## src/rtl/slt_pkg.sv

```systemverilog
// Shared types, token codes and character helpers for the script lexer.
// Used by slt_scan and script_lexer_tokenizer; depends on nothing else.
`timescale 1ns / 1ps
`default_nettype none

package slt_pkg;

  // Token kind codes.
  localparam logic [5:0] TK_EOF       = 6'd0;
  localparam logic [5:0] TK_ERROR     = 6'd1;
  localparam logic [5:0] TK_IDENT     = 6'd2;
  localparam logic [5:0] TK_NUMBER    = 6'd3;
  localparam logic [5:0] TK_STRING    = 6'd4;
  localparam logic [5:0] TK_PLUS      = 6'd5;
  localparam logic [5:0] TK_MINUS     = 6'd6;
  localparam logic [5:0] TK_MUL       = 6'd7;
  localparam logic [5:0] TK_DIV       = 6'd8;
  localparam logic [5:0] TK_MOD       = 6'd9;
  localparam logic [5:0] TK_ASSIGN    = 6'd10;
  localparam logic [5:0] TK_EQUALS    = 6'd11;
  localparam logic [5:0] TK_NE        = 6'd12;
  localparam logic [5:0] TK_LESS      = 6'd13;
  localparam logic [5:0] TK_GREATER   = 6'd14;
  localparam logic [5:0] TK_LE        = 6'd15;
  localparam logic [5:0] TK_GE        = 6'd16;
  localparam logic [5:0] TK_BANG      = 6'd17;
  localparam logic [5:0] TK_AND       = 6'd18;
  localparam logic [5:0] TK_OR        = 6'd19;
  localparam logic [5:0] TK_LPAREN    = 6'd20;
  localparam logic [5:0] TK_RPAREN    = 6'd21;
  localparam logic [5:0] TK_LBRACE    = 6'd22;
  localparam logic [5:0] TK_RBRACE    = 6'd23;
  localparam logic [5:0] TK_LBRACKET  = 6'd24;
  localparam logic [5:0] TK_RBRACKET  = 6'd25;
  localparam logic [5:0] TK_COMMA     = 6'd26;
  localparam logic [5:0] TK_SEMI      = 6'd27;
  localparam logic [5:0] TK_DOT       = 6'd28;

  // Error kind codes.
  localparam logic [2:0] ER_NONE      = 3'd0;
  localparam logic [2:0] ER_UNEXPECT  = 3'd1;
  localparam logic [2:0] ER_LONE_AMP  = 3'd2;
  localparam logic [2:0] ER_LONE_BAR  = 3'd3;
  localparam logic [2:0] ER_UNTERM    = 3'd4;

  // Keyword buffer holds this many characters.
  localparam int KW_CHARS = 7;
  localparam int KW_COUNT = 12;

  // Keyword text is right aligned, first character most significant.
  localparam logic [8*KW_CHARS-1:0] KW_TEXT [KW_COUNT] = '{
    "func", "print", "println", "loop", "if", "else",
    "return", "var", "true", "false", "null", "break"
  };
  localparam logic [2:0] KW_LEN [KW_COUNT] = '{
    3'd4, 3'd5, 3'd7, 3'd4, 3'd2, 3'd4, 3'd6, 3'd3, 3'd4, 3'd5, 3'd4, 3'd5
  };
  localparam logic [5:0] KW_KIND [KW_COUNT] = '{
    6'd29, 6'd30, 6'd31, 6'd32, 6'd33, 6'd34, 6'd35, 6'd36, 6'd37, 6'd38, 6'd39, 6'd40
  };

  // Result queue between the scanner and the output port.
  localparam int QUEUE_DEPTH = 4;
  localparam int QCNT_BITS   = $clog2(QUEUE_DEPTH + 1);

  typedef struct packed {
    logic [5:0] kind;
    logic [2:0] err;
    logic       last;
  } tag_t;

  function automatic logic is_alpha(input logic [7:0] c);
    return (c >= "a" && c <= "z") || (c >= "A" && c <= "Z");
  endfunction

  function automatic logic is_digit(input logic [7:0] c);
    return c >= "0" && c <= "9";
  endfunction

  function automatic logic is_ident(input logic [7:0] c);
    return is_alpha(c) || is_digit(c) || c == "_";
  endfunction

  // Kind of a one-character token, or TK_ERROR when the byte is not one.
  function automatic logic [5:0] single_kind(input logic [7:0] c);
    logic [5:0] k;
    unique case (c)
      "(":     k = TK_LPAREN;
      ")":     k = TK_RPAREN;
      "{":     k = TK_LBRACE;
      "}":     k = TK_RBRACE;
      "[":     k = TK_LBRACKET;
      "]":     k = TK_RBRACKET;
      ";":     k = TK_SEMI;
      ",":     k = TK_COMMA;
      ".":     k = TK_DOT;
      "-":     k = TK_MINUS;
      "+":     k = TK_PLUS;
      "*":     k = TK_MUL;
      "%":     k = TK_MOD;
      default: k = TK_ERROR;
    endcase
    return k;
  endfunction

  // chars holds buffer entry 0 in its top byte. Only the first len entries count.
  function automatic logic [5:0] keyword_kind(input logic [8*KW_CHARS-1:0] chars,
                                              input logic [2:0] len);
    logic [5:0]              kind;
    logic [8*KW_CHARS-1:0]   head;
    head = chars >> {3'd7 - len, 3'b000};
    kind = TK_IDENT;
    for (int i = 0; i < KW_COUNT; i++) begin
      if (KW_LEN[i] == len && head == KW_TEXT[i]) begin
        kind = KW_KIND[i];
      end
    end
    return kind;
  endfunction

endpackage

`default_nettype wire

```

## src/rtl/slt_scan.sv

```systemverilog
// Scanner core: lexer state, position counters and keyword buffer.
// Turns one source item into up to three token records; uses slt_pkg.
`timescale 1ns / 1ps
`default_nettype none

module slt_scan
  import slt_pkg::*;
#(
  parameter int POSITION_BITS = 16,
  parameter int OFFSET_BITS   = 32
) (
  input  wire logic                     clk,
  input  wire logic                     rst,
  input  wire logic                     go,
  input  wire logic [7:0]               c,
  input  wire logic                     last_item,
  output logic [1:0]                    n,
  output tag_t                          tag  [3],
  output logic [POSITION_BITS-1:0]      line [3],
  output logic [POSITION_BITS-1:0]      col  [3],
  output logic [OFFSET_BITS-1:0]        off  [3],
  output logic [POSITION_BITS-1:0]      len  [3]
);

  localparam int P = POSITION_BITS;
  localparam int O = OFFSET_BITS;

  typedef enum logic [3:0] {
    M_IDLE, M_SLASH, M_COMMENT, M_IDENT, M_NUMBER, M_NUMDOT, M_FRACTION,
    M_STRING, M_BANG, M_EQ, M_LT, M_GT, M_AMP, M_BAR, M_DONE
  } mode_t;

  mode_t          mode, mode_next;
  logic [P-1:0]   line_cnt, line_cnt_next;
  logic [P-1:0]   col_cnt, col_cnt_next;
  logic [O-1:0]   offset, offset_next;
  logic [P-1:0]   tline, tline_next;
  logic [P-1:0]   tcol, tcol_next;
  logic [O-1:0]   toff, toff_next;
  logic [P-1:0]   tlen, tlen_next;
  logic [7:0]     kw [KW_CHARS];

  logic           kw_we;
  logic [2:0]     kw_wa;
  logic           used;
  logic           eqnext;
  logic           a_en, b_en, c_en;
  logic [5:0]     a_kind, c_kind;
  logic [2:0]     a_err, c_err;
  logic [P-1:0]   a_len, c_len;
  logic [P-1:0]   b_col;
  logic [5:0]     lone;
  logic [5:0]     pair;

  function automatic logic [P-1:0] sat_add(input logic [P-1:0] x, input logic [P-1:0] y);
    logic [P:0] s;
    s = {1'b0, x} + {1'b0, y};
    return s[P] ? {P{1'b1}} : s[P-1:0];
  endfunction

  assign eqnext = !last_item && c == "=";
  assign b_col  = sat_add(tcol, tlen);

  // One- and two-character kinds of the pending comparison operator.
  always_comb begin
    unique case (mode)
      M_BANG:  begin lone = TK_BANG;    pair = TK_NE;     end
      M_EQ:    begin lone = TK_ASSIGN;  pair = TK_EQUALS; end
      M_LT:    begin lone = TK_LESS;    pair = TK_LE;     end
      default: begin lone = TK_GREATER; pair = TK_GE;     end
    endcase
  end

  always_comb begin
    mode_next     = mode;
    line_cnt_next = line_cnt;
    col_cnt_next  = col_cnt;
    offset_next   = offset;
    tline_next    = tline;
    tcol_next     = tcol;
    toff_next     = toff;
    tlen_next     = tlen;
    kw_we         = 1'b0;
    kw_wa         = tlen[2:0];
    used          = 1'b0;
    a_en          = 1'b0;
    a_kind        = TK_ERROR;
    a_err         = ER_NONE;
    a_len         = tlen;
    b_en          = 1'b0;
    c_en          = 1'b0;
    c_kind        = TK_EOF;
    c_err         = ER_NONE;
    c_len         = '0;

    if (mode == M_DONE) begin
      // After end of source every item only repeats the EOF token.
      c_en = 1'b1;
    end else begin
      unique case (mode)
        M_SLASH: begin
          if (!last_item && c == "/") begin
            mode_next = M_COMMENT;
            used      = 1'b1;
          end else begin
            a_en      = 1'b1;
            a_kind    = TK_DIV;
            mode_next = M_IDLE;
          end
        end
        M_COMMENT: begin
          if (last_item || c == 8'h0A) begin
            mode_next = M_IDLE;
          end else begin
            used = 1'b1;
          end
        end
        M_IDENT: begin
          if (!last_item && is_ident(c)) begin
            kw_we     = tlen < P'(KW_CHARS);
            tlen_next = sat_add(tlen, P'(1));
            used      = 1'b1;
          end else begin
            a_en      = 1'b1;
            a_kind    = (tlen <= P'(KW_CHARS)) ?
                        keyword_kind({kw[0], kw[1], kw[2], kw[3], kw[4], kw[5], kw[6]},
                                     tlen[2:0]) : TK_IDENT;
            mode_next = M_IDLE;
          end
        end
        M_NUMBER, M_FRACTION: begin
          if (!last_item && is_digit(c)) begin
            tlen_next = sat_add(tlen, P'(1));
            used      = 1'b1;
          end else if (!last_item && c == "." && mode == M_NUMBER) begin
            mode_next = M_NUMDOT;
            used      = 1'b1;
          end else begin
            a_en      = 1'b1;
            a_kind    = TK_NUMBER;
            mode_next = M_IDLE;
          end
        end
        M_NUMDOT: begin
          if (!last_item && is_digit(c)) begin
            tlen_next = sat_add(tlen, P'(2));
            mode_next = M_FRACTION;
            used      = 1'b1;
          end else begin
            // The held dot becomes its own token right after the number.
            a_en      = 1'b1;
            a_kind    = TK_NUMBER;
            b_en      = 1'b1;
            mode_next = M_IDLE;
          end
        end
        M_STRING: begin
          if (last_item) begin
            a_en      = 1'b1;
            a_kind    = TK_ERROR;
            a_err     = ER_UNTERM;
            mode_next = M_IDLE;
          end else begin
            tlen_next = sat_add(tlen, P'(1));
            a_len     = tlen_next;
            used      = 1'b1;
            if (c == 8'h22) begin
              a_en      = 1'b1;
              a_kind    = TK_STRING;
              mode_next = M_IDLE;
            end
          end
        end
        M_BANG, M_EQ, M_LT, M_GT: begin
          a_en      = 1'b1;
          mode_next = M_IDLE;
          if (eqnext) begin
            a_kind    = pair;
            a_len     = P'(2);
            tlen_next = P'(2);
            used      = 1'b1;
          end else begin
            a_kind = lone;
          end
        end
        M_AMP, M_BAR: begin
          a_en      = 1'b1;
          mode_next = M_IDLE;
          if (!last_item && c == ((mode == M_AMP) ? "&" : "|")) begin
            a_kind    = (mode == M_AMP) ? TK_AND : TK_OR;
            a_len     = P'(2);
            tlen_next = P'(2);
            used      = 1'b1;
          end else begin
            a_kind = TK_ERROR;
            a_err  = (mode == M_AMP) ? ER_LONE_AMP : ER_LONE_BAR;
          end
        end
        M_IDLE, M_DONE: begin
          mode_next = M_IDLE;
        end
      endcase

      if (last_item) begin
        c_en      = 1'b1;
        mode_next = M_DONE;
      end else begin
        if (!used && !(c == " " || c == 8'h09 || c == 8'h0D || c == 8'h0A)) begin
          tline_next = line_cnt;
          tcol_next  = col_cnt;
          toff_next  = offset;
          tlen_next  = P'(1);
          unique case (c)
            "/":     mode_next = M_SLASH;
            8'h22:   mode_next = M_STRING;
            "!":     mode_next = M_BANG;
            "=":     mode_next = M_EQ;
            "<":     mode_next = M_LT;
            ">":     mode_next = M_GT;
            "&":     mode_next = M_AMP;
            "|":     mode_next = M_BAR;
            default: mode_next = M_IDLE;
          endcase
          if (is_alpha(c) || c == "_") begin
            mode_next = M_IDENT;
            kw_we     = 1'b1;
            kw_wa     = 3'd0;
          end else if (is_digit(c)) begin
            mode_next = M_NUMBER;
          end else if (mode_next == M_IDLE) begin
            c_en   = 1'b1;
            c_kind = single_kind(c);
            c_err  = (single_kind(c) == TK_ERROR) ? ER_UNEXPECT : ER_NONE;
            c_len  = P'(1);
          end
        end
        offset_next = offset + O'(1);
        if (c == 8'h0A) begin
          line_cnt_next = sat_add(line_cnt, P'(1));
          col_cnt_next  = P'(1);
        end else begin
          col_cnt_next = sat_add(col_cnt, P'(1));
        end
      end
    end
  end

  // Pack the present records in order: pending token, held dot, then the
  // token or EOF that the current byte produces.
  always_comb begin
    n = 2'(a_en) + 2'(b_en) + 2'(c_en);

    tag[2]  = '{kind: c_kind, err: c_err, last: 1'b0};
    line[2] = line_cnt;
    col[2]  = col_cnt;
    off[2]  = offset;
    len[2]  = c_len;

    if (b_en) begin
      tag[1]  = '{kind: TK_DOT, err: ER_NONE, last: 1'b0};
      line[1] = tline;
      col[1]  = b_col;
      off[1]  = offset - O'(1);
      len[1]  = P'(1);
    end else begin
      tag[1]  = tag[2];
      line[1] = line[2];
      col[1]  = col[2];
      off[1]  = off[2];
      len[1]  = len[2];
    end

    if (a_en) begin
      tag[0]  = '{kind: a_kind, err: a_err, last: 1'b0};
      line[0] = tline;
      col[0]  = tcol;
      off[0]  = toff;
      len[0]  = a_len;
    end else begin
      tag[0]  = tag[2];
      line[0] = line[2];
      col[0]  = col[2];
      off[0]  = off[2];
      len[0]  = len[2];
    end

    tag[0].last = (n == 2'd1);
    tag[1].last = (n == 2'd2);
    tag[2].last = (n == 2'd3);
  end

  always_ff @(posedge clk) begin
    if (rst) begin
      mode     <= M_IDLE;
      line_cnt <= P'(1);
      col_cnt  <= P'(1);
      offset   <= '0;
      tline    <= P'(1);
      tcol     <= P'(1);
      toff     <= '0;
      tlen     <= '0;
    end else if (go) begin
      mode     <= mode_next;
      line_cnt <= line_cnt_next;
      col_cnt  <= col_cnt_next;
      offset   <= offset_next;
      tline    <= tline_next;
      tcol     <= tcol_next;
      toff     <= toff_next;
      tlen     <= tlen_next;
    end
  end

  always_ff @(posedge clk) begin
    if (go && kw_we) begin
      kw[kw_wa] <= c;
    end
  end

endmodule

`default_nettype wire

```

## src/rtl/script_lexer_tokenizer.sv

```systemverilog
// Top level of the streaming script lexer: input register, scanner and
// a four-entry result queue that drives the token port. Uses slt_pkg, slt_scan.
//
// Usage:
//   The input channel (in_valid, in_stall, source_byte, end_of_source) takes one
//   source byte per request, or an end-of-source request that flushes pending
//   tokens and produces EOF. The output channel (out_valid, out_stall and the
//   token fields) delivers token records in source order; last_of_run marks the
//   final token caused by one input request.
//   A request is registered on acceptance and scanned from that register once the
//   queue has room, when its zero to three tokens enter the result queue together;
//   the queue register then presents them to the output in order.
//   Throughput is one byte per cycle. The scan waits only while the queue lacks
//   room for the tokens of the registered request, so the input stalls when
//   tokens pile up faster than the receiver takes them, one token per cycle.
//   A stalled output holds its token. Reset empties the input register and the
//   queue and returns the scanner to line 1, column 1, offset 0.
`timescale 1ns / 1ps
`default_nettype none

module script_lexer_tokenizer
  import slt_pkg::*;
#(
  parameter int POSITION_BITS = 16,
  parameter int OFFSET_BITS   = 32
) (
  input  wire logic                     clk,
  input  wire logic                     rst,
  input  wire logic                     in_valid,
  output logic                          in_stall,
  input  wire logic [7:0]               source_byte,
  input  wire logic                     end_of_source,
  output logic                          out_valid,
  input  wire logic                     out_stall,
  output logic [5:0]                    token_kind,
  output logic [2:0]                    error_kind,
  output logic [POSITION_BITS-1:0]      start_line,
  output logic [POSITION_BITS-1:0]      start_column,
  output logic [OFFSET_BITS-1:0]        start_offset,
  output logic [POSITION_BITS-1:0]      lexeme_length,
  output logic                          last_of_run
);

  localparam int P  = POSITION_BITS;
  localparam int O  = OFFSET_BITS;
  localparam int CW = QCNT_BITS;

  typedef struct packed {
    tag_t          tag;
    logic [P-1:0]  line;
    logic [P-1:0]  col;
    logic [O-1:0]  off;
    logic [P-1:0]  len;
  } entry_t;

  logic           in_vld;
  logic [7:0]     in_byte;
  logic           in_end;
  logic           go;
  logic           room;
  logic           pop;

  logic [1:0]     n;
  tag_t           s_tag  [3];
  logic [P-1:0]   s_line [3];
  logic [P-1:0]   s_col  [3];
  logic [O-1:0]   s_off  [3];
  logic [P-1:0]   s_len  [3];

  entry_t         fresh  [3];
  entry_t         q      [QUEUE_DEPTH];
  entry_t         shf    [QUEUE_DEPTH];
  entry_t         q_next [QUEUE_DEPTH];
  logic [CW-1:0]  cnt, cnt_next;
  logic [CW-1:0]  cnt_after;
  logic [CW-1:0]  j;

  slt_scan #(
    .POSITION_BITS (P),
    .OFFSET_BITS   (O)
  ) u_scan (
    .clk       (clk),
    .rst       (rst),
    .go        (go),
    .c         (in_byte),
    .last_item (in_end),
    .n         (n),
    .tag       (s_tag),
    .line      (s_line),
    .col       (s_col),
    .off       (s_off),
    .len       (s_len)
  );

  // Room is judged without the pop so that out_stall never reaches in_stall.
  assign room     = ({1'b0, cnt} + (CW+1)'(n)) <= (CW+1)'(QUEUE_DEPTH);
  assign go       = in_vld && room;
  assign in_stall = in_vld && !room;

  always_ff @(posedge clk) begin
    if (rst) begin
      in_vld <= 1'b0;
    end else if (!in_stall) begin
      in_vld <= in_valid;
    end
  end

  always_ff @(posedge clk) begin
    if (!in_stall && in_valid) begin
      in_byte <= source_byte;
      in_end  <= end_of_source;
    end
  end

  always_comb begin
    for (int k = 0; k < 3; k++) begin
      fresh[k] = '{tag: s_tag[k], line: s_line[k], col: s_col[k],
                   off: s_off[k], len: s_len[k]};
    end
  end

  assign out_valid = cnt != '0;
  assign pop       = out_valid && !out_stall;
  assign cnt_after = cnt - CW'(pop);
  assign cnt_next  = cnt_after + (go ? CW'(n) : CW'(0));

  // Shift the queue down on a pop, then append the new records behind it.
  always_comb begin
    for (int i = 0; i < QUEUE_DEPTH - 1; i++) begin
      shf[i] = pop ? q[i+1] : q[i];
    end
    shf[QUEUE_DEPTH-1] = q[QUEUE_DEPTH-1];
    j = '0;
    for (int i = 0; i < QUEUE_DEPTH; i++) begin
      j = CW'(i) - cnt_after;
      if (CW'(i) >= cnt_after && go && j < CW'(n)) begin
        q_next[i] = fresh[j[1:0]];
      end else begin
        q_next[i] = shf[i];
      end
    end
  end

  always_ff @(posedge clk) begin
    if (rst) begin
      cnt <= '0;
    end else begin
      cnt <= cnt_next;
    end
  end

  always_ff @(posedge clk) begin
    q <= q_next;
  end

  assign token_kind    = q[0].tag.kind;
  assign error_kind    = q[0].tag.err;
  assign last_of_run   = q[0].tag.last;
  assign start_line    = q[0].line;
  assign start_column  = q[0].col;
  assign start_offset  = q[0].off;
  assign lexeme_length = q[0].len;

  a_cnt_bound: assert property (@(posedge clk) disable iff (rst)
    cnt <= CW'(QUEUE_DEPTH))
    else $error("result queue holds more entries than it has");

  a_empty_go: assert property (@(posedge clk) disable iff (rst)
    (in_vld && cnt == '0) |-> go)
    else $error("scan held back although the result queue is empty");

  a_run_whole: assert property (@(posedge clk) disable iff (rst)
    (out_valid && !last_of_run) |-> (cnt >= CW'(2)))
    else $error("token run split across queue fills");

endmodule

`default_nettype wire
```

## config.mk

```make
export PLATFORM = sky130hd
export DESIGN_NAME = script_lexer_tokenizer
export DESIGN_NICKNAME = d
export VERILOG_FILES = /design/src/rtl/slt_pkg.sv /design/src/rtl/slt_scan.sv /design/src/rtl/script_lexer_tokenizer.sv
export SDC_FILE = /design/constraint.sdc
export NUM_CORES = 2
export LEC_CHECK = 0
export CAP_MARGIN = 20
export CORE_ASPECT_RATIO = 2
export CORE_UTILIZATION = 55
export CTS_CLUSTER_SIZE = 24
export DETAILED_ROUTE_END_ITERATION = 10
export DONT_BUFFER_PORTS = 1
export PLACE_DENSITY_LB_ADDON = 0.1
export SLEW_MARGIN = 10
export SYNTH_ARGS = -nofsm -noshare
export SYNTH_HDL_FRONTEND = slang
export SYNTH_SLANG_ARGS = --single-unit
```

## constraint.sdc

```tcl
create_clock -name clk -period 16 [get_ports clk]
set_input_delay 2.4 -clock clk [delete_from_list [all_inputs] [get_ports clk]]
set_output_delay 2.4 -clock clk [all_outputs]
set_load 0.005 [all_outputs]
```

After elaboration in Yosys (flattened, before gate mapping)
Memory sizes are Yosys's and may differ from the RTL's.
Cells that the tools add are included.
{"block": "totals", "in_bits": 13, "n_memories": 1, "mem_bits_rw": 56, "register_bits": 521}
{"memory": "u_scan.kw", "depth": 7, "word_bits": 8, "read_ports": 7, "rd_ports_with_merged_regs": 0, "write_ports": 1, "line_no": "slt_scan.sv:41", "rtl": "logic [7:0] kw [KW_CHARS];"}
{"block": "classes", "n_reduce_logical": 66, "n_shift": 1, "addsub": 17, "bitwise_logic": 6, "mux": 161, "n_eq_ne": 67, "n_lt_le_gt_ge": 21}
{"operator": "$mux W90", "n": 14}
{"operator": "$bmux W90 S2", "n": 4}
{"operator": "$mux W16", "n": 26}
{"operator": "$eq A56 B31 Y1 const B", "n": 5}
{"operator": "$eq A56 B39 Y1 const B", "n": 3}
{"operator": "$mux W6", "n": 27}
{"operator": "$eq A8 B6 Y1 const B", "n": 17}
{"operator": "$pmux W16 S6", "n": 1}
{"operator": "$pmux W5 S13", "n": 1}
{"operator": "$mux W32", "n": 2}
{"operator": "$eq A56 B15 Y1 const B", "n": 1}
{"operator": "$eq A56 B23 Y1 const B", "n": 1}
{"operator": "$eq A56 B47 Y1 const B", "n": 1}
{"operator": "$eq A56 B55 Y1 const B", "n": 1}
{"operator": "$shr A56 B6 Y56", "n": 1}
{"operator": "$add A16 B1 Y17 const B", "n": 3}
{"operator": "$eq A8 B7 Y1 const B", "n": 6}
{"operator": "$mux W3", "n": 16}
{"operator": "$mux W4", "n": 12}
{"operator": "$pmux W16 S3", "n": 1}
{"operator": "$pmux W6 S7", "n": 1}
{"operator": "$mux W1", "n": 38}
{"operator": "$logic_and A1 B1 Y1", "n": 36}
{"operator": "$add A32 B1 Y32 const B", "n": 1}
{"operator": "other kinds (60)", "n": 120}

Logic depth before layout (Yosys ltp)
{"block": "logic_depth", "word_depth": 34, "ltp_mapped": 21, "depth_no_buf": 19}

Cells and area by module
From an unflattened synthesis, not the netlist that was laid out.
{"block": "unflattened", "hier_cells": 4342, "area_unflattened_um2": 38384.3}
{"module": "script_lexer_tokenizer", "seq_area_each_um2": 11160.7, "n_inst": 1, "area_each_um2": 22479.1, "cells_per_inst": 2150}
{"module": "slt_scan", "seq_area_each_um2": 4644.5, "n_inst": 1, "area_each_um2": 15905.3, "cells_per_inst": 2192}

Worst setup path after synthesis
No wires, ideal clock.
{"block": "synth_timing", "path_kind": "register to register", "from": "reg in_byte[6]", "to": "reg q[0] (netlist name) (enable)", "path_slack_ns": 2.368, "required_time_ns": 15.241, "arrival_time_ns": 12.872, "stages_incl_launch_ff": 16, "cell_sequence": "edfxtp_1 > clkbuf_1 > and4b_1 > mux2i_1 > o32ai_1 > a2111oi_0 > nand2_1 > o41ai_1 > fa_1 > ha_1 > fa_1 > o21bai_1 > a21boi_0 > nor2_1 > nand2_1 > nor4_1"}
{"block": "synth_via", "elab_chain_cells": 20, "word_cells_on_any_way": 82, "classes_between": "add/sub: 3; order compare: 8; eq/ne: 15; mux: 31; reduce/logical: 25"}
{"item": "start, declared", "line_no": "script_lexer_tokenizer.sv:57", "rtl": "logic [7:0] in_byte;"}
{"item": "start signal, assigned", "line_no": "script_lexer_tokenizer.sv:110", "rtl": "in_byte <= source_byte;"}
{"item": "$ge A8 B7 Y1 / $le A8 B7 Y1 (equally long branches)", "line_no": "slt_pkg.sv:73", "rtl": "return (c >= \"a\" && c <= \"z\") || (c >= \"A\" && c <= \"Z\");"}
{"item": "$logic_and A1 B1 Y1", "line_no": "slt_pkg.sv:73"}
{"item": "$logic_or A1 B1 Y1", "line_no": "slt_pkg.sv:73"}
{"item": "$logic_or A1 B1 Y1 (2 in a row)", "line_no": "slt_pkg.sv:81", "rtl": "return is_alpha(c) || is_digit(c) || c == \"_\";"}
{"item": "$logic_and A1 B1 Y1", "line_no": "slt_scan.sv:119", "rtl": "if (!last_item && is_ident(c)) begin"}
{"item": "$mux W1", "line_no": "slt_scan.sv:119"}
{"item": "$pmux W1 S8", "line_no": "slt_scan.sv:100", "rtl": "unique case (mode)"}
{"item": "$mux W1", "line_no": "slt_scan.sv:96", "rtl": "if (mode == M_DONE) begin"}
{"item": "(+3 left out)"}
{"item": "$mux W1", "line_no": "slt_scan.sv:204", "rtl": "if (last_item) begin"}
{"item": "$mux W1", "line_no": "slt_scan.sv:96"}
{"item": "$add A2 B1 Y2 (*)", "line_no": "slt_scan.sv:251", "rtl": "n = 2'(a_en) + 2'(b_en) + 2'(c_en);"}
{"item": "$add A3 B2 Y4", "line_no": "script_lexer_tokenizer.sv:96", "rtl": "assign room = ({1'b0, cnt} + (CW+1)'(n)) <= (CW+1)'(QUEUE_DEPTH);"}
{"item": "$le A4 B3 Y1", "line_no": "script_lexer_tokenizer.sv:96"}
{"item": "$logic_and A1 B1 Y1", "line_no": "script_lexer_tokenizer.sv:97", "rtl": "assign go = in_vld && room;"}
{"item": "$logic_and A1 B1 Y1", "line_no": "script_lexer_tokenizer.sv:136", "rtl": "if (CW'(i) >= cnt_after && go && j < CW'(n)) begin"}
{"item": "$logic_and A1 B1 Y1 (*)", "line_no": "script_lexer_tokenizer.sv:136"}
{"item": "end signal, assigned", "line_no": "script_lexer_tokenizer.sv:153", "rtl": "q <= q_next;"}
{"item": "end, declared", "line_no": "script_lexer_tokenizer.sv:71", "rtl": "entry_t q [QUEUE_DEPTH];"}
Every way passes the cells marked *; elsewhere a longest branch is shown, timed or not. The select of a mux whose other input is x is not followed.
A chain may end at the register's enable or synchronous reset.

Worst setup path in the final report
{"block": "layout_timing", "from": "reg in_byte[4]", "to": "out in_stall"}
{"block": "layout_via", "elab_chain_cells": 19, "word_cells_on_any_way": 80, "classes_between": "add/sub: 3; order compare: 7; eq/ne: 15; mux: 31; reduce/logical: 24"}
{"item": "$ge A8 B7 Y1 / $le A8 B7 Y1 (equally long branches)", "line_no": "slt_pkg.sv:73"}
{"item": "$logic_and A1 B1 Y1", "line_no": "slt_pkg.sv:73"}
{"item": "$logic_or A1 B1 Y1", "line_no": "slt_pkg.sv:73"}
{"item": "$logic_or A1 B1 Y1 (2 in a row)", "line_no": "slt_pkg.sv:81"}
{"item": "$logic_and A1 B1 Y1", "line_no": "slt_scan.sv:119"}
{"item": "$mux W1", "line_no": "slt_scan.sv:119"}
{"item": "$pmux W1 S8", "line_no": "slt_scan.sv:100"}
{"item": "$mux W1", "line_no": "slt_scan.sv:96"}
{"item": "(+2 left out)"}
{"item": "$mux W1", "line_no": "slt_scan.sv:208", "rtl": "if (!used && !(c == \" \" || c == 8'h09 || c == 8'h0D || c == 8'h0A)) begin"}
{"item": "$mux W1", "line_no": "slt_scan.sv:204"}
{"item": "$mux W1", "line_no": "slt_scan.sv:96"}
{"item": "$add A2 B1 Y2 (*)", "line_no": "slt_scan.sv:251"}
{"item": "$add A3 B2 Y4 (*)", "line_no": "script_lexer_tokenizer.sv:96"}
{"item": "$le A4 B3 Y1 (*)", "line_no": "script_lexer_tokenizer.sv:96"}
{"item": "$logic_not A1 Y1 (*)", "line_no": "script_lexer_tokenizer.sv:98", "rtl": "assign in_stall = in_vld && !room;"}
{"item": "$logic_and A1 B1 Y1 (*)", "line_no": "script_lexer_tokenizer.sv:98"}
{"item": "end, declared", "line_no": "script_lexer_tokenizer.sv:30", "rtl": "output logic in_stall,"}
Marks and branches as above.

==> results.md <==
- Run status: completed
- Area growth, synth to finish: 4.23%
- Core ar.: around 0.063 mm^2
- Drt total wl: ~130 mm
- Endpoints failing setup: 0
- Crit. End Element: output pin
- R2r setup slk: 7580 ps
- RSZ-0062 raised after global routing: false
- GPL Wtd Cong: 1.09
- I/O pin cnt: around 110
- Initial Utilization: 0.556
- WL/cell: 29.8 um
- Cell row count: 130
- First-pass GRT wire length: 194 mm
- Vias in the first global route: around 30000
- Synth Register Bits: 577
- Die X: 180 um
- Slew Limit Fails: 0
- Clk slew on worst S/H paths: about 70 ps
- Startpoint Class: register
- Non-Filler Instances: 4407
- DRT iter0 DRCs: 3817
- Initial antenna violation count: 4
- CTS tree: built
- Period utilisation layout: 0.578
- Die Y: between 300 and 400 um
- Sequential area share after synthesis: 0.453
- Number of max-cap violations: 0
- Setup TNS: 0 ps
- DRC violations left: 0
- Initial DRT Pass Iterations: 8
- Nets@finish: 3626
- GRT Util Overall: 0.401
- CTS-repair resized insts: 0
- PD cells: 197 mW/mm^2
- # fillers: approximately 5500
- Post-DP HPWL: 88.0 mm
- Req. time, crit path: 13600 ps
- Cts bufs inserted: 53
- Via count: 31458
- Multi-input combinational cell area: 0.0170 mm^2
- Leakage: between 10 and 15 nW
- Unique masters post-synth: 107
- Largest net degree at the start of global routing: 153
- Relative slew slack: 0.165
- Worst-path fanout max: 26
- Warnings from Yosys: 0
- H-tree depth: 2
- Minimum clock period: between 9000 and 10000 ps
- Worst skew pair latency: 640 ps
- DRT antenna net count: 0
- Die area: 0.0645 mm^2
- Number of enable flip-flop cells after synthesis: between 400 and 500
- Total placed cells including tap cells: about 4300
- Worst VDD drop: 0.000292 V
- Port Buffers: 0
- Postcts setup bufs: 0
- Net count of the mapped netlist: 3903
- CTS sink count: 577
- Slew @ Worst Pin: 1240 ps
- Final hold violation count: 0
- Hold-fix buffers at CTS: 0
- FF+latch area: between 0.015 and 0.02 mm^2
- Post-Syn Area per Cell: around 9.1 um^2
- CTS root buffer: clkbuf_16
- Hold Crit Class: register to register
- Synthesized area: 0.0349 mm^2
- GRT overflow: 0
- Primary FF master, synth: edfxtp_1
- Share of layout cells above drive strength 1: 0.0825
- DR vias/cell: approximately 7
- Synthesized netlist cell count: 3844
- Ys async rst share: 0
- Bufs on Longest Clock Path: 3
- Fmax: ~110 MHz
- Clock skew: about 41 ps
- CP Class: register to output pin
- Crit path DAT: 6860 ps
layout by cell type (no fill, tap or decap), types with 60 or more instances in the layout:
master	n
nor2_1	482
edfxtp_1	425
nand2_1	423
a21oi_1	295
o21ai_0	205
dfxtp_1	149
a221oi_1	109
nand3_1	100
a22o_1	95
nor3_1	89
buf_4	74
mux2i_1	60
through the flow:
step / power (mW) / instance area, um^2 / utilization / setup slack, ps / hold WS, ps
after global routing: 7.40 / 36300 / 0.579 / 6500 / 474
final: 7.16 / 36400 / 0.579 / 6740 / 461
after CTS: 7.03 / 36200 / 0.577 / 6890 / 457
after detailed placement: 5.73 / 34500 / 0.550 / 7600 / 447
after floorplan: 4.63 / 34900 / - / 2370 / 436
after global placement: 5.66 / 34500 / 0.549 / 7730 / 438
sequential cells by signal, summed over array words and instances, names as in the netlist, 32 cells and up:
name           count
q                270
start_offset      32
u_scan.kw         56
u_scan.offset     32
u_scan.toff       32
layout make-up:
class,count,share of cell area
sequential,577,0.435
timing repair buffer,81,0.0172
tap,792,0.0273
antenna,3,0.000207
inverter,56,0.00578
clock buffer,64,0.0376
clock inverter,36,0.00998
multi-input combinational,2798,0.467
worst max-delay path, stage by stage, from the launching register on:
cell and delay (ps):
edfxtp_1 920, or3_1 220, or4_1 560, o311ai_0 380
a2111oi_0 710, nand2_1 420, o41ai_1 590, fa_1 660
ha_1 300, fa_1 510, o21bai_1 90, a21boi_0 400
o21ai_0 240, inv_1 230
cells by family after synthesis:
| family | Yosys count | share of synthesized area |
|---|---|---|
| flip-flops | 577 | 0.453 |
| buffers and inverters | 469 | 0.0649 |
| adder cells (fa/ha/maj) | 46 | 0.0174 |
| multiplexers | 107 | 0.0347 |
| AND/OR/NAND/NOR | 1444 | 0.194 |
| AO/OA/AOI/OAI | 1106 | 0.212 |
| XOR/XNOR | 95 | 0.0239 |
synth_stat cells (16+ instances only):
cell / count / area [um^2]
nor3_1: 89 / 445
a22oi_1: 30 / 225
a221oi_1: 109 / 955
clkbuf_1: 259 / 972
nand4_1: 48 / 300
nor2b_1: 20 / 125
xor2_1: 54 / 473
dfxtp_1: 152 / 3040
o21a_1: 57 / 428
and2_1: 19 / 119
mux2_2: 37 / 417
mux2i_1: 60 / 601
edfxtp_1: 425 / 12800
buf_2: 30 / 150
xnor2_1: 41 / 359
or3_1: 16 / 100
inv_1: 50 / 188
nand3_1: 100 / 500
o31ai_1: 28 / 210
or4_1: 16 / 120
buf_1: 19 / 71.3
a22o_1: 95 / 832
nand3b_1: 16 / 120
a21oi_1: 295 / 1480
nand2_1: 429 / 1610
nor2_1: 487 / 1830
nand2b_1: 20 / 125
o211ai_1: 30 / 225
o21ai_0: 205 / 1030
nor4_1: 45 / 282
ha_1: 42 / 526
a31oi_1: 30 / 188
a211oi_1: 20 / 150
o221ai_1: 19 / 166
and3_1: 42 / 263
buf_4: 91 / 683
o22ai_1: 47 / 294
or2_2: 17 / 106
layer usage:
metal | track usage | vias to the layer above | wire [um] | share of wire
met5 | 0 | - | 0 | 0
met1 | 0.396 | 15002 | 41800 | 0.32
li1 | - | 13657 | - | -
met2 | 0.703 | 2112 | 64800 | 0.49
met4 | 0.374 | 0 | 13600 | 0.10
met3 | 0.0854 | 687 | 11200 | 0.085
power breakdown:
part / switching, mW / internal (mW)
clock: 0.615 / 0.686
combinational: 2.63 / 0.818
sequential: 0.163 / 2.25
total: 3.40 / 3.75
final timing paths:
kind | depth (start not counted) | startpoint | end
max | 13 | in_byte[4]$_DFFE_PP_ | in_stall
min | 2 | u_scan.toff[26]$_SDFFE_PP0P_ | u_scan.toff[26]$_SDFFE_PP0P_
max reg2reg | 16 | in_byte[4]$_DFFE_PP_ | q[142]$_DFFE_PP_
min reg2reg | 2 | u_scan.toff[26]$_SDFFE_PP0P_ | u_scan.toff[26]$_SDFFE_PP0P_
No activity file was read; power rests on OpenSTA's default activity.
